===== config.mk =====
export PLATFORM = sky130hd
export DESIGN_NAME = dbus_header_stream_parser
export DESIGN_NICKNAME = d
export VERILOG_FILES = /design/src/rtl/core/dbhp_pkg.sv /design/src/rtl/core/dbhp_front.sv /design/src/rtl/core/dbhp_fifo.sv /design/src/rtl/core/dbhp_back.sv /design/src/rtl/core/dbus_header_stream_parser.sv
export SDC_FILE = /design/constraint.sdc
export NUM_CORES = 2
export LEC_CHECK = 0
export ABC_AREA = 1
export BUFFER_PORTS_ARGS = -buffer_cell sky130_fd_sc_hd__buf_2
export CORE_ASPECT_RATIO = 0.5
export CORE_MARGIN = 5
export CORE_UTILIZATION = 40
export CTS_BUF_LIST = sky130_fd_sc_hd__clkbuf_8
export CTS_CLUSTER_SIZE = 10
export DETAILED_ROUTE_END_ITERATION = 8
export GPL_ROUTABILITY_DRIVEN = 0
export HOLD_SLACK_MARGIN = 0.06
export PLACE_DENSITY = 0.52
export SLEW_MARGIN = 20
export SYNTH_ARGS = -nofsm -noshare
export SYNTH_HDL_FRONTEND = slang
export SYNTH_SLANG_ARGS = --single-unit

===== constraint.sdc =====
create_clock -name aclk -period 32.2 [get_ports aclk]
set_input_delay 1.61 -clock aclk [delete_from_list [all_inputs] [get_ports aclk]]
set_output_delay 1.61 -clock aclk [all_outputs]
set_load 0.02 [all_outputs]

===== src/rtl/core/dbhp_pkg.sv =====
`timescale 1ns / 1ps
package dbhp_pkg;

    localparam int FIFO_DEPTH = 4;

    localparam logic [2:0] KIND_ERRNAME = 3'd0;
    localparam logic [2:0] KIND_SIG     = 3'd1;
    localparam logic [2:0] KIND_BODY    = 3'd2;
    localparam logic [2:0] KIND_DONE    = 3'd3;
    localparam logic [2:0] KIND_REJECT  = 3'd4;

    localparam logic [2:0] CAUSE_NONE    = 3'd0;
    localparam logic [2:0] CAUSE_ENDIAN  = 3'd1;
    localparam logic [2:0] CAUSE_OVERRUN = 3'd2;
    localparam logic [2:0] CAUSE_VARIANT = 3'd3;
    localparam logic [2:0] CAUSE_ENDED   = 3'd4;

    typedef struct packed {
        logic [7:0] in_byte;
        logic       stream_end;
    } in_t;

    typedef struct packed {
        logic [2:0]  out_kind;
        logic [7:0]  out_byte;
        logic        run_last;
        logic [7:0]  msg_type;
        logic [7:0]  msg_flags;
        logic        big_endian;
        logic [31:0] serial_number;
        logic [31:0] resp_serial;
        logic        resp_serial_seen;
        logic [31:0] fd_count;
        logic        fd_count_seen;
        logic [2:0]  error_cause;
    } out_t;

    // Results caused by one input transaction: one or two.
    typedef struct packed {
        logic       two;
        out_t       res0;
        out_t       res1;
    } pair_t;

endpackage


===== src/rtl/core/dbhp_front.sv =====
`timescale 1ns / 1ps
module dbhp_front
    import dbhp_pkg::*;
(
    input  logic  aclk,
    input  logic  aresetn,
    input  logic  in_fire,
    input  in_t   in_data,
    output logic  push,
    output pair_t push_data
);

    localparam logic [3:0] PH_IDLE    = 4'd0;
    localparam logic [3:0] PH_HDR     = 4'd1;
    localparam logic [3:0] PH_ALIGN8  = 4'd2;
    localparam logic [3:0] PH_CODE    = 4'd3;
    localparam logic [3:0] PH_SIGLEN  = 4'd4;
    localparam logic [3:0] PH_SIG     = 4'd5;
    localparam logic [3:0] PH_PAD4    = 4'd6;
    localparam logic [3:0] PH_WORD    = 4'd7;
    localparam logic [3:0] PH_GLEN    = 4'd8;
    localparam logic [3:0] PH_STR     = 4'd9;
    localparam logic [3:0] PH_NUL     = 4'd10;
    localparam logic [3:0] PH_BODYPAD = 4'd11;
    localparam logic [3:0] PH_BODY    = 4'd12;

    localparam logic [7:0] CH_L = 8'h6C;
    localparam logic [7:0] CH_B = 8'h42;
    localparam logic [7:0] CH_U = 8'h75;
    localparam logic [7:0] CH_S = 8'h73;
    localparam logic [7:0] CH_O = 8'h6F;
    localparam logic [7:0] CH_G = 8'h67;
    localparam logic [7:0] FC_ERRNAME = 8'd4;
    localparam logic [7:0] FC_REPLY   = 8'd5;
    localparam logic [7:0] FC_SIG     = 8'd8;
    localparam logic [7:0] FC_FDS     = 8'd9;

    typedef struct packed {
        logic [3:0]  phase;
        logic [32:0] rem;
        logic        fin;
        logic        bad;
    } step_t;

    logic [3:0]  phase_reg, phase_next;
    logic [33:0] pos_reg, pos_next;
    logic        big_reg, big_next;
    logic [31:0] word_reg, word_next;
    logic [31:0] blen_reg, blen_next;
    logic [32:0] fend_reg, fend_next;
    logic [7:0]  type_reg, type_next;
    logic [7:0]  flags_reg, flags_next;
    logic [31:0] serial_reg, serial_next;
    logic [31:0] rser_reg, rser_next;
    logic        rser_seen_reg, rser_seen_next;
    logic [31:0] fds_reg, fds_next;
    logic        fds_seen_reg, fds_seen_next;
    logic [7:0]  fcode_reg, fcode_next;
    logic [7:0]  vcode_reg, vcode_next;
    logic [32:0] rem_reg, rem_next;

    // Next field, or padding and body (or the end of the message) once the field array is used up.
    function automatic step_t field_top(logic [33:0] p, logic [32:0] fend,
                                        logic [31:0] blen);
        step_t       s;
        logic [34:0] a8;
        logic [2:0]  pad;
        a8  = ({1'b0, p} + 35'd7) & ~35'd7;
        pad = a8[2:0] - p[2:0];
        s   = '0;
        if (a8 >= {2'b00, fend}) begin
            if (pad != 3'd0) begin
                s.rem   = {30'd0, pad};
                s.phase = PH_BODYPAD;
            end else if (blen != 32'd0) begin
                s.rem   = {1'b0, blen};
                s.phase = PH_BODY;
            end else begin
                s.fin   = 1'b1;
                s.phase = PH_IDLE;
            end
        end else if (pad != 3'd0) begin
            s.rem   = {30'd0, pad};
            s.phase = PH_ALIGN8;
        end else begin
            s.phase = PH_CODE;
        end
        return s;
    endfunction

    function automatic step_t value_start(logic [33:0] p, logic [32:0] fend,
                                          logic [7:0] vcode);
        step_t       s;
        logic [35:0] a4;
        s  = '0;
        a4 = ({2'b00, p} + 36'd3) & ~36'd3;
        if (vcode == CH_G) begin
            if ({1'b0, p} >= {2'b00, fend}) s.bad = 1'b1;
            else s.phase = PH_GLEN;
        end else if (a4 + 36'd4 > {3'b000, fend}) begin
            s.bad = 1'b1;
        end else if (a4[1:0] != p[1:0]) begin
            s.rem   = {31'd0, a4[1:0] - p[1:0]};
            s.phase = PH_PAD4;
        end else begin
            s.phase = PH_WORD;
        end
        return s;
    endfunction

    logic [7:0]  b;
    logic [33:0] np;
    logic [31:0] wa;
    step_t       st;
    out_t        done_r;
    logic [35:0] lim;

    always_comb begin
        phase_next     = phase_reg;
        pos_next       = pos_reg;
        big_next       = big_reg;
        word_next      = word_reg;
        blen_next      = blen_reg;
        fend_next      = fend_reg;
        type_next      = type_reg;
        flags_next     = flags_reg;
        serial_next    = serial_reg;
        rser_next      = rser_reg;
        rser_seen_next = rser_seen_reg;
        fds_next       = fds_reg;
        fds_seen_next  = fds_seen_reg;
        fcode_next     = fcode_reg;
        vcode_next     = vcode_reg;
        rem_next       = rem_reg;
        push           = 1'b0;
        push_data      = '0;
        b              = in_data.in_byte;
        np             = pos_reg + 34'd1;
        wa             = big_reg ? {word_reg[23:0], b} : {b, word_reg[31:8]};
        st             = '0;
        lim            = '0;

        if (in_fire) begin
            if (in_data.stream_end) begin
                if (phase_reg != PH_IDLE) begin
                    push = 1'b1;
                    push_data.res0.out_kind    = KIND_REJECT;
                    push_data.res0.error_cause = CAUSE_ENDED;
                    phase_next = PH_IDLE;
                end
            end else begin
                pos_next = np;
                case (phase_reg)
                    PH_IDLE: begin
                        if (b == CH_L || b == CH_B) begin
                            big_next       = (b == CH_B);
                            word_next      = '0;
                            blen_next      = '0;
                            fend_next      = '0;
                            type_next      = '0;
                            flags_next     = '0;
                            serial_next    = '0;
                            rser_next      = '0;
                            rser_seen_next = 1'b0;
                            fds_next       = '0;
                            fds_seen_next  = 1'b0;
                            fcode_next     = '0;
                            vcode_next     = '0;
                            rem_next       = '0;
                            pos_next       = 34'd1;
                            phase_next     = PH_HDR;
                        end else begin
                            pos_next = '0;
                            push = 1'b1;
                            push_data.res0.out_kind    = KIND_REJECT;
                            push_data.res0.error_cause = CAUSE_ENDIAN;
                        end
                    end
                    PH_HDR: begin
                        if (pos_reg == 34'd1) type_next = b;
                        else if (pos_reg == 34'd2) flags_next = b;
                        else if (pos_reg >= 34'd4) word_next = wa;
                        if (pos_reg == 34'd7) blen_next = wa;
                        else if (pos_reg == 34'd11) serial_next = wa;
                        else if (pos_reg >= 34'd15) begin
                            fend_next  = 33'd16 + {1'b0, wa};
                            st         = field_top(np, fend_next, blen_reg);
                            phase_next = st.phase;
                            rem_next   = st.rem;
                        end
                    end
                    PH_ALIGN8, PH_PAD4: begin
                        rem_next = rem_reg - 33'd1;
                        if (rem_next == '0) begin
                            phase_next = (phase_reg == PH_ALIGN8) ? PH_CODE : PH_WORD;
                        end
                    end
                    PH_CODE: begin
                        fcode_next = b;
                        if ({1'b0, np} >= {2'b00, fend_reg}) st.bad = 1'b1;
                        else phase_next = PH_SIGLEN;
                    end
                    PH_SIGLEN, PH_GLEN: begin
                        lim = {2'b00, np} + {28'd0, b} + 36'd1;
                        if (lim > {3'b000, fend_reg}) st.bad = 1'b1;
                        else if (phase_reg == PH_SIGLEN) begin
                            if (b == 8'd0) begin
                                push = 1'b1;
                                push_data.res0.out_kind    = KIND_REJECT;
                                push_data.res0.error_cause = CAUSE_VARIANT;
                                phase_next = PH_IDLE;
                            end else begin
                                vcode_next = '0;
                                rem_next   = {25'd0, b} + 33'd1;
                                phase_next = PH_SIG;
                            end
                        end else if (b == 8'd0) begin
                            phase_next = PH_NUL;
                        end else begin
                            rem_next   = {25'd0, b};
                            phase_next = PH_STR;
                        end
                    end
                    PH_SIG: begin
                        if (vcode_reg == 8'd0 && !(b == CH_U || b == CH_S ||
                                                   b == CH_O || b == CH_G)) begin
                            push = 1'b1;
                            push_data.res0.out_kind    = KIND_REJECT;
                            push_data.res0.error_cause = CAUSE_VARIANT;
                            phase_next = PH_IDLE;
                        end else begin
                            if (vcode_reg == 8'd0) vcode_next = b;
                            rem_next = rem_reg - 33'd1;
                            if (rem_next == '0) begin
                                st = value_start(np, fend_reg, vcode_next);
                                if (!st.bad) begin
                                    phase_next = st.phase;
                                    rem_next   = st.rem;
                                end
                            end
                        end
                    end
                    PH_WORD: begin
                        word_next = wa;
                        if (pos_reg[1:0] == 2'b11) begin
                            lim = {2'b00, np} + {4'd0, wa} + 36'd1;
                            if (vcode_reg == CH_U) begin
                                if (fcode_reg == FC_REPLY) begin
                                    rser_next      = wa;
                                    rser_seen_next = 1'b1;
                                end else if (fcode_reg == FC_FDS) begin
                                    fds_next      = wa;
                                    fds_seen_next = 1'b1;
                                end
                                st         = field_top(np, fend_reg, blen_reg);
                                phase_next = st.phase;
                                rem_next   = st.rem;
                            end else if (lim > {3'b000, fend_reg}) begin
                                st.bad = 1'b1;
                            end else if (wa == 32'd0) begin
                                phase_next = PH_NUL;
                            end else begin
                                rem_next   = {1'b0, wa};
                                phase_next = PH_STR;
                            end
                        end
                    end
                    PH_STR: begin
                        rem_next = rem_reg - 33'd1;
                        push_data.res0.out_byte = b;
                        push_data.res0.run_last = (rem_next == '0);
                        if (vcode_reg == CH_G) begin
                            push_data.res0.out_kind = KIND_SIG;
                            push = (fcode_reg == FC_SIG);
                        end else begin
                            push_data.res0.out_kind = KIND_ERRNAME;
                            push = (fcode_reg == FC_ERRNAME);
                        end
                        if (rem_next == '0) phase_next = PH_NUL;
                    end
                    PH_NUL: begin
                        st         = field_top(np, fend_reg, blen_reg);
                        phase_next = st.phase;
                        rem_next   = st.rem;
                    end
                    PH_BODYPAD: begin
                        rem_next = rem_reg - 33'd1;
                        if (rem_next == '0) begin
                            if (blen_reg != 32'd0) begin
                                rem_next   = {1'b0, blen_reg};
                                phase_next = PH_BODY;
                            end else begin
                                st.fin     = 1'b1;
                                phase_next = PH_IDLE;
                            end
                        end
                    end
                    PH_BODY: begin
                        rem_next = rem_reg - 33'd1;
                        push = 1'b1;
                        push_data.res0.out_kind = KIND_BODY;
                        push_data.res0.out_byte = b;
                        push_data.res0.run_last = (rem_next == '0);
                        if (rem_next == '0) begin
                            push_data.two = 1'b1;
                            phase_next    = PH_IDLE;
                        end
                    end
                    default: begin
                        phase_next = PH_IDLE;
                    end
                endcase

                if (st.bad) begin
                    push = 1'b1;
                    push_data.res0.out_kind    = KIND_REJECT;
                    push_data.res0.error_cause = CAUSE_OVERRUN;
                    phase_next = PH_IDLE;
                end
            end
        end

        done_r                  = '0;
        done_r.out_kind         = KIND_DONE;
        done_r.msg_type         = type_next;
        done_r.msg_flags        = flags_next;
        done_r.big_endian       = big_next;
        done_r.serial_number    = serial_next;
        done_r.resp_serial      = rser_next;
        done_r.resp_serial_seen = rser_seen_next;
        done_r.fd_count         = fds_next;
        done_r.fd_count_seen    = fds_seen_next;
        // Only a finishing body byte brings a second result.
        if (push_data.two) push_data.res1 = done_r;
        if (st.fin) begin
            push           = 1'b1;
            push_data.res0 = done_r;
        end
    end

    always_ff @(posedge aclk) begin
        if (!aresetn) begin
            phase_reg     <= PH_IDLE;
            pos_reg       <= '0;
            big_reg       <= 1'b0;
            word_reg      <= '0;
            blen_reg      <= '0;
            fend_reg      <= '0;
            type_reg      <= '0;
            flags_reg     <= '0;
            serial_reg    <= '0;
            rser_reg      <= '0;
            rser_seen_reg <= 1'b0;
            fds_reg       <= '0;
            fds_seen_reg  <= 1'b0;
            fcode_reg     <= '0;
            vcode_reg     <= '0;
            rem_reg       <= '0;
        end else begin
            phase_reg     <= phase_next;
            pos_reg       <= pos_next;
            big_reg       <= big_next;
            word_reg      <= word_next;
            blen_reg      <= blen_next;
            fend_reg      <= fend_next;
            type_reg      <= type_next;
            flags_reg     <= flags_next;
            serial_reg    <= serial_next;
            rser_reg      <= rser_next;
            rser_seen_reg <= rser_seen_next;
            fds_reg       <= fds_next;
            fds_seen_reg  <= fds_seen_next;
            fcode_reg     <= fcode_next;
            vcode_reg     <= vcode_next;
            rem_reg       <= rem_next;
        end
    end

    a_idle_end_silent: assert property (@(posedge aclk) disable iff (!aresetn)
        (in_fire && in_data.stream_end && phase_reg == PH_IDLE) |-> !push)
        else $error("stream end while idle produced a result");
    a_two_is_done: assert property (@(posedge aclk) disable iff (!aresetn)
        (push && push_data.two) |-> (push_data.res0.out_kind == KIND_BODY &&
                                     push_data.res1.out_kind == KIND_DONE))
        else $error("second result is not a done after a body byte");
    a_reject_idles: assert property (@(posedge aclk) disable iff (!aresetn)
        (push && push_data.res0.out_kind == KIND_REJECT) |=> phase_reg == PH_IDLE)
        else $error("parser not idle after a rejection");

endmodule


===== src/rtl/core/dbhp_fifo.sv =====
`timescale 1ns / 1ps
module dbhp_fifo
    import dbhp_pkg::*;
#(
    parameter int DEPTH = FIFO_DEPTH
) (
    input  logic  aclk,
    input  logic  aresetn,
    input  logic  push,
    input  pair_t push_data,
    output logic  full,
    output logic  empty,
    input  logic  pop,
    output pair_t head
);

    localparam int AW = (DEPTH > 1) ? $clog2(DEPTH) : 1;
    localparam int CW = $clog2(DEPTH + 1);

    pair_t         mem_reg [DEPTH];
    logic [AW-1:0] wr_reg, wr_next;
    logic [AW-1:0] rd_reg, rd_next;
    logic [CW-1:0] cnt_reg, cnt_next;
    logic          do_push, do_pop;

    assign full    = (cnt_reg == CW'(DEPTH));
    assign empty   = (cnt_reg == '0);
    assign do_push = push && !full;
    assign do_pop  = pop && !empty;
    assign head    = mem_reg[rd_reg];

    always_comb begin
        wr_next  = wr_reg;
        rd_next  = rd_reg;
        cnt_next = cnt_reg;
        if (do_push) wr_next = (wr_reg == AW'(DEPTH - 1)) ? '0 : wr_reg + AW'(1);
        if (do_pop) rd_next = (rd_reg == AW'(DEPTH - 1)) ? '0 : rd_reg + AW'(1);
        if (do_push && !do_pop) cnt_next = cnt_reg + CW'(1);
        else if (do_pop && !do_push) cnt_next = cnt_reg - CW'(1);
    end

    always_ff @(posedge aclk) begin
        if (!aresetn) begin
            wr_reg  <= '0;
            rd_reg  <= '0;
            cnt_reg <= '0;
        end else begin
            wr_reg  <= wr_next;
            rd_reg  <= rd_next;
            cnt_reg <= cnt_next;
        end
    end

    always_ff @(posedge aclk) begin
        if (do_push) mem_reg[wr_reg] <= push_data;
    end

    a_no_overflow: assert property (@(posedge aclk) disable iff (!aresetn)
        !(push && full))
        else $error("push into a full queue");
    a_cnt_range: assert property (@(posedge aclk) disable iff (!aresetn)
        cnt_reg <= CW'(DEPTH))
        else $error("queue count out of range");
    a_ptr_match: assert property (@(posedge aclk) disable iff (!aresetn)
        (empty || full) |-> (wr_reg == rd_reg))
        else $error("queue pointers disagree with count");

endmodule


===== src/rtl/core/dbhp_back.sv =====
`timescale 1ns / 1ps
module dbhp_back
    import dbhp_pkg::*;
(
    input  logic  aclk,
    input  logic  aresetn,
    input  logic  empty,
    input  pair_t head,
    output logic  pop,
    output logic  m_valid,
    input  logic  m_ready,
    output out_t  m_data
);

    logic sel_reg, sel_next;

    assign m_valid = !empty;
    assign m_data  = sel_reg ? head.res1 : head.res0;
    // An entry leaves the queue once its last result is taken.
    assign pop     = m_valid && m_ready && (sel_reg || !head.two);

    always_comb begin
        sel_next = sel_reg;
        if (m_valid && m_ready) sel_next = !pop;
    end

    always_ff @(posedge aclk) begin
        if (!aresetn) sel_reg <= 1'b0;
        else sel_reg <= sel_next;
    end

    a_sel_two: assert property (@(posedge aclk) disable iff (!aresetn)
        sel_reg |-> (m_valid && head.two))
        else $error("second slot selected on a single-result entry");
    a_sel_after_first: assert property (@(posedge aclk) disable iff (!aresetn)
        (m_valid && m_ready && !sel_reg && head.two) |=> sel_reg)
        else $error("second result of a pair skipped");
    a_pop_clears: assert property (@(posedge aclk) disable iff (!aresetn)
        pop |=> !sel_reg)
        else $error("slot select not cleared after pop");

endmodule


===== src/rtl/core/dbus_header_stream_parser.sv =====
`timescale 1ns / 1ps
// Channel  | Direction | Handshake         | Payload
// s_       | in        | s_valid / s_ready | in_t  (in_byte, stream_end)
// m_       | out       | m_valid / m_ready | out_t (one result)
//
// One byte per cycle while s_ready is high: the parser state updates on every
// accepted transaction. Results pass through a short queue; s_ready drops only
// when the queue is full; a two-result entry stays until both are taken.
// Reset (aresetn low, synchronous) idles the parser and empties the queue.
// A stalled m_ready holds results in the queue while parsing continues.
module dbus_header_stream_parser
    import dbhp_pkg::*;
#(
    parameter int QUEUE_DEPTH = FIFO_DEPTH
) (
    input  logic aclk,
    input  logic aresetn,
    input  logic s_valid,
    output logic s_ready,
    input  in_t  s_data,
    output logic m_valid,
    input  logic m_ready,
    output out_t m_data
);

    logic  push, full, empty, pop, in_fire;
    pair_t push_data, head;

    assign s_ready = !full;
    assign in_fire = s_valid && s_ready;

    dbhp_front u_front (
        .aclk      (aclk),
        .aresetn   (aresetn),
        .in_fire   (in_fire),
        .in_data   (s_data),
        .push      (push),
        .push_data (push_data)
    );

    dbhp_fifo #(.DEPTH(QUEUE_DEPTH)) u_fifo (
        .aclk      (aclk),
        .aresetn   (aresetn),
        .push      (push),
        .push_data (push_data),
        .full      (full),
        .empty     (empty),
        .pop       (pop),
        .head      (head)
    );

    dbhp_back u_back (
        .aclk    (aclk),
        .aresetn (aresetn),
        .empty   (empty),
        .head    (head),
        .pop     (pop),
        .m_valid (m_valid),
        .m_ready (m_ready),
        .m_data  (m_data)
    );

endmodule

==> results.json <==
{
  "critPathLaunchType": "flip-flop",
  "synth_area_leaders": "edfxtp_1 43%, nor2_1 9.6%, dfxtp_1 9.0%",
  "synthCells": 7912,
  "clockBufferDepth": 4,
  "clk_latency_ns": 0.96,
  "syn_area_per_cell_um2": 8.644,
  "first_global_vias": 53850,
  "hold_buffers": 0,
  "layout-drive-gt1-share": 0.08463,
  "crit_family": "simple AND/OR/NAND/NOR gates",
  "hp-class": "flip-flop to flip-flop",
  "synth-seq-cells": 1293,
  "status": "finished, final reports clean",
  "final_antenna_net_count": 0,
  "worstHoldStart": "u_front.word_reg[25]",
  "syn_area_um2": 68390,
  "post-route-min-period_ns": 10.70,
  "yosys-top-cells-count": "1745 x nor2_1, 1148 x nand2_1, 984 x edfxtp_1",
  "largest_register_ff_count": 984,
  "cp.buffers_inverters": 7,
  "drc_errors": 0,
  "slew_viol_final": 0,
  "clkTransAtPathRegs_ns": 0.08,
  "ys_types": 73,
  "hold_path_end": "u_front.word_reg[25]",
  "relSlewSlack": 0.1206,
  "cts_setup_buffers": 0,
  "grt_use_total": 0.2750,
  "grt_max_degree": 181,
  "cts.repair.resized": 0,
  "cp_common_cell": "nor2_1",
  "dpl.hpwl_mm": 178.1,
  "crit_required_ns": 32.71,
  "rows": 107,
  "portBuffers": 144,
  "synth_fp_nets": 8178,
  "timing.fmax_mhz": 93.47,
  "cts_tree": "yes",
  "yosys.cell_count.top_type": "nor2_1",
  "final_nets": 8289,
  "grt_setup_unrepaired": "no",
  "arrival_ns": 11.21,
  "r2r-start": "u_front.pos_reg[0]",
  "cts_root_buf": "clkbuf_8",
  "grt_first_pass_wirelength_mm": 370.0,
  "dieHeight_um": 302.4,
  "register_area_um2": 35740,
  "p_total_uw": 5331,
  "r2r_slack_ns": 21.50,
  "critical_path_class": "flip-flop to flip-flop",
  "hold_depth": 2,
  "p_per_area_nw_per_um2": 70.61,
  "clock_skew_ns": 0.1095,
  "wl_per_cell_um": 24.46,
  "worstRegToRegCells": 42,
  "cp_slowest_cell": "buf_4",
  "async_flop_share": 0,
  "drt_wl_total_mm": 256.2,
  "synth-edff-count": 984,
  "fp.coreArea_um2": 170200,
  "vias": 59060,
  "yosysSeqAreaShare": 0.5225,
  "ios": 145,
  "worstSetupEndpointType": "flip-flop",
  "cp_max_fo": 57,
  "initial_core_util": 0.4019,
  "yosysTopAreaCellShare": 0.4320,
  "setup_viol": 0,
  "vdd_ir_drop_max_mv": 0.06518,
  "fillerInstances": 16920,
  "synth-main-ff-cell": "edfxtp_1",
  "finalCritPeriodShare": 0.3322,
  "slowest_delay_ns": 0.82,
  "h-tree-depth": 4,
  "p_leak_uw": 0.02809,
  "drtPass1Iterations": 6,
  "die_x_um": 594.8,
  "multi_input_area_um2": 28970,
  "vias_per_cell": 5.637,
  "grt_overflow": 0,
  "tns_ns": 0,
  "clkSinkCount": 1293,
  "drt_iter0_drc": 7203,
  "cts_made_buffers": 198,
  "yosys_warnings": 0,
  "antenna_found_initial": 9,
  "worstMarginPinSlew_ns": 1.314,
  "drv_cap": 0,
  "die_area_um2": 179900,
  "r2r-end": "u_fifo.mem_reg[1][73]",
  "yosysTopAreaCell": "edfxtp_1",
  "area_delta_synth_final_pct": 10.39,
  "timing_hold_violations_final": 0
}
==> power breakdown <==
| part | internal, µW | switching (µW) | total, µW |
|---|---|---|---|
| logic | 489 | 1420 | 1910 |
| clock network | 679 | 682 | 1360 |
| registers | 1990 | 68.6 | 2060 |
| total | 3160 | 2170 | 5330 |
==> how the worst max path moves through the flow <==
| stage | startpoint | to | slack (ns) | cells after the start |
|---|---|---|---|---|
| final | u_front.pos_reg[0] | u_fifo.mem_reg[1][73] | 21.50 | 42 |
| after global routing | u_front.pos_reg[0] | u_fifo.mem_reg[1][195] | 20.78 | 42 |
| after CTS | u_front.pos_reg[0] | u_fifo.mem_reg[1][195] | 21.63 | 42 |
| after detailed placement | s_data[6] | u_fifo.mem_reg[1][198] | 21.12 | 38 |
| after global placement | s_data[6] | u_fifo.mem_reg[1][198] | 21.18 | 35 |
| after floorplan | s_data[1] | u_fifo.mem_reg[0][100] | 7.26 | 40 |
==> tightest hold or removal path, stage by stage (launching register included) <==
cell and delay (ns):
dfxtp_1 0.31, nand2_1 0.06, a21oi_1 0.05
==> layer usage <==
metal  part of all wire  global-route usage  wire, µm
met5             0.0015            0.003922       381
met3              0.094             0.06464     24070
met2               0.42              0.4029    106400
met4              0.045              0.1101     11590
met1               0.44              0.3923    113800
==> cells in the final DEF (no fill, tap or decap), drive strengths merged, types with 10 or more instances in the layout <==
cell,count
clkinv,60
nor4,39
edfxtp,984
o211ai,28
inv,706
diode,10
nor2,1791
a22oi,50
dfxtp,309
nand3,332
a32oi,40
nand3b,10
o21ai,677
or2,12
a211oi,42
buf,268
clkbuf,220
o21a,10
a31oi,123
o22ai,157
xor2,141
nor3,99
nand2,1185
xnor2,42
ha,250
nand4,152
a21oi,366
==> area by class of cell <==
| type | instances | share of cell area |
|---|---|---|
| diodes | 10 | 0.0003314 |
| clock buffers | 219 | 0.03992 |
| clock inverters | 135 | 0.009910 |
| inverters | 641 | 0.03232 |
| multi-input cells | 5620 | 0.3837 |
| flip-flops and latches | 1293 | 0.4734 |
| well taps | 2289 | 0.03793 |
| repair buffers | 269 | 0.02247 |
==> per-stage QoR <==
step / instances / hold WS [ns] / instance area, µm² / worst slack, ns / utilization
floorplan: 7912 / 0.4365 / 68390 / 7.263 / -
global placement: 10110 / 0.4510 / 71690 / 21.18 / 0.4213
detailed placement: 10110 / 0.4556 / 71700 / 21.12 / 0.4214
CTS: 10470 / 0.4662 / 75470 / 21.63 / 0.4435
global route: 10470 / 0.4794 / 75480 / 20.78 / 0.4436
finish: 10480 / 0.4661 / 75500 / 21.50 / 0.4437
==> cells by family (layout without fill, tap and decap cells) <==
kind of cell / count (synthesis) / in the layout / synth area share
flops: 1293 / 1293 / 0.5225
buf+inv: 999 / 1264 / 0.05593
xor+xnor: 183 / 183 / 0.02382
compound gates: 1546 / 1546 / 0.1284
fa+ha+maj: 253 / 253 / 0.04661
other cells: 0 / 10 / 0
simple gates: 3638 / 3638 / 0.2227
No activity file was read; power rests on OpenSTA's default activity.
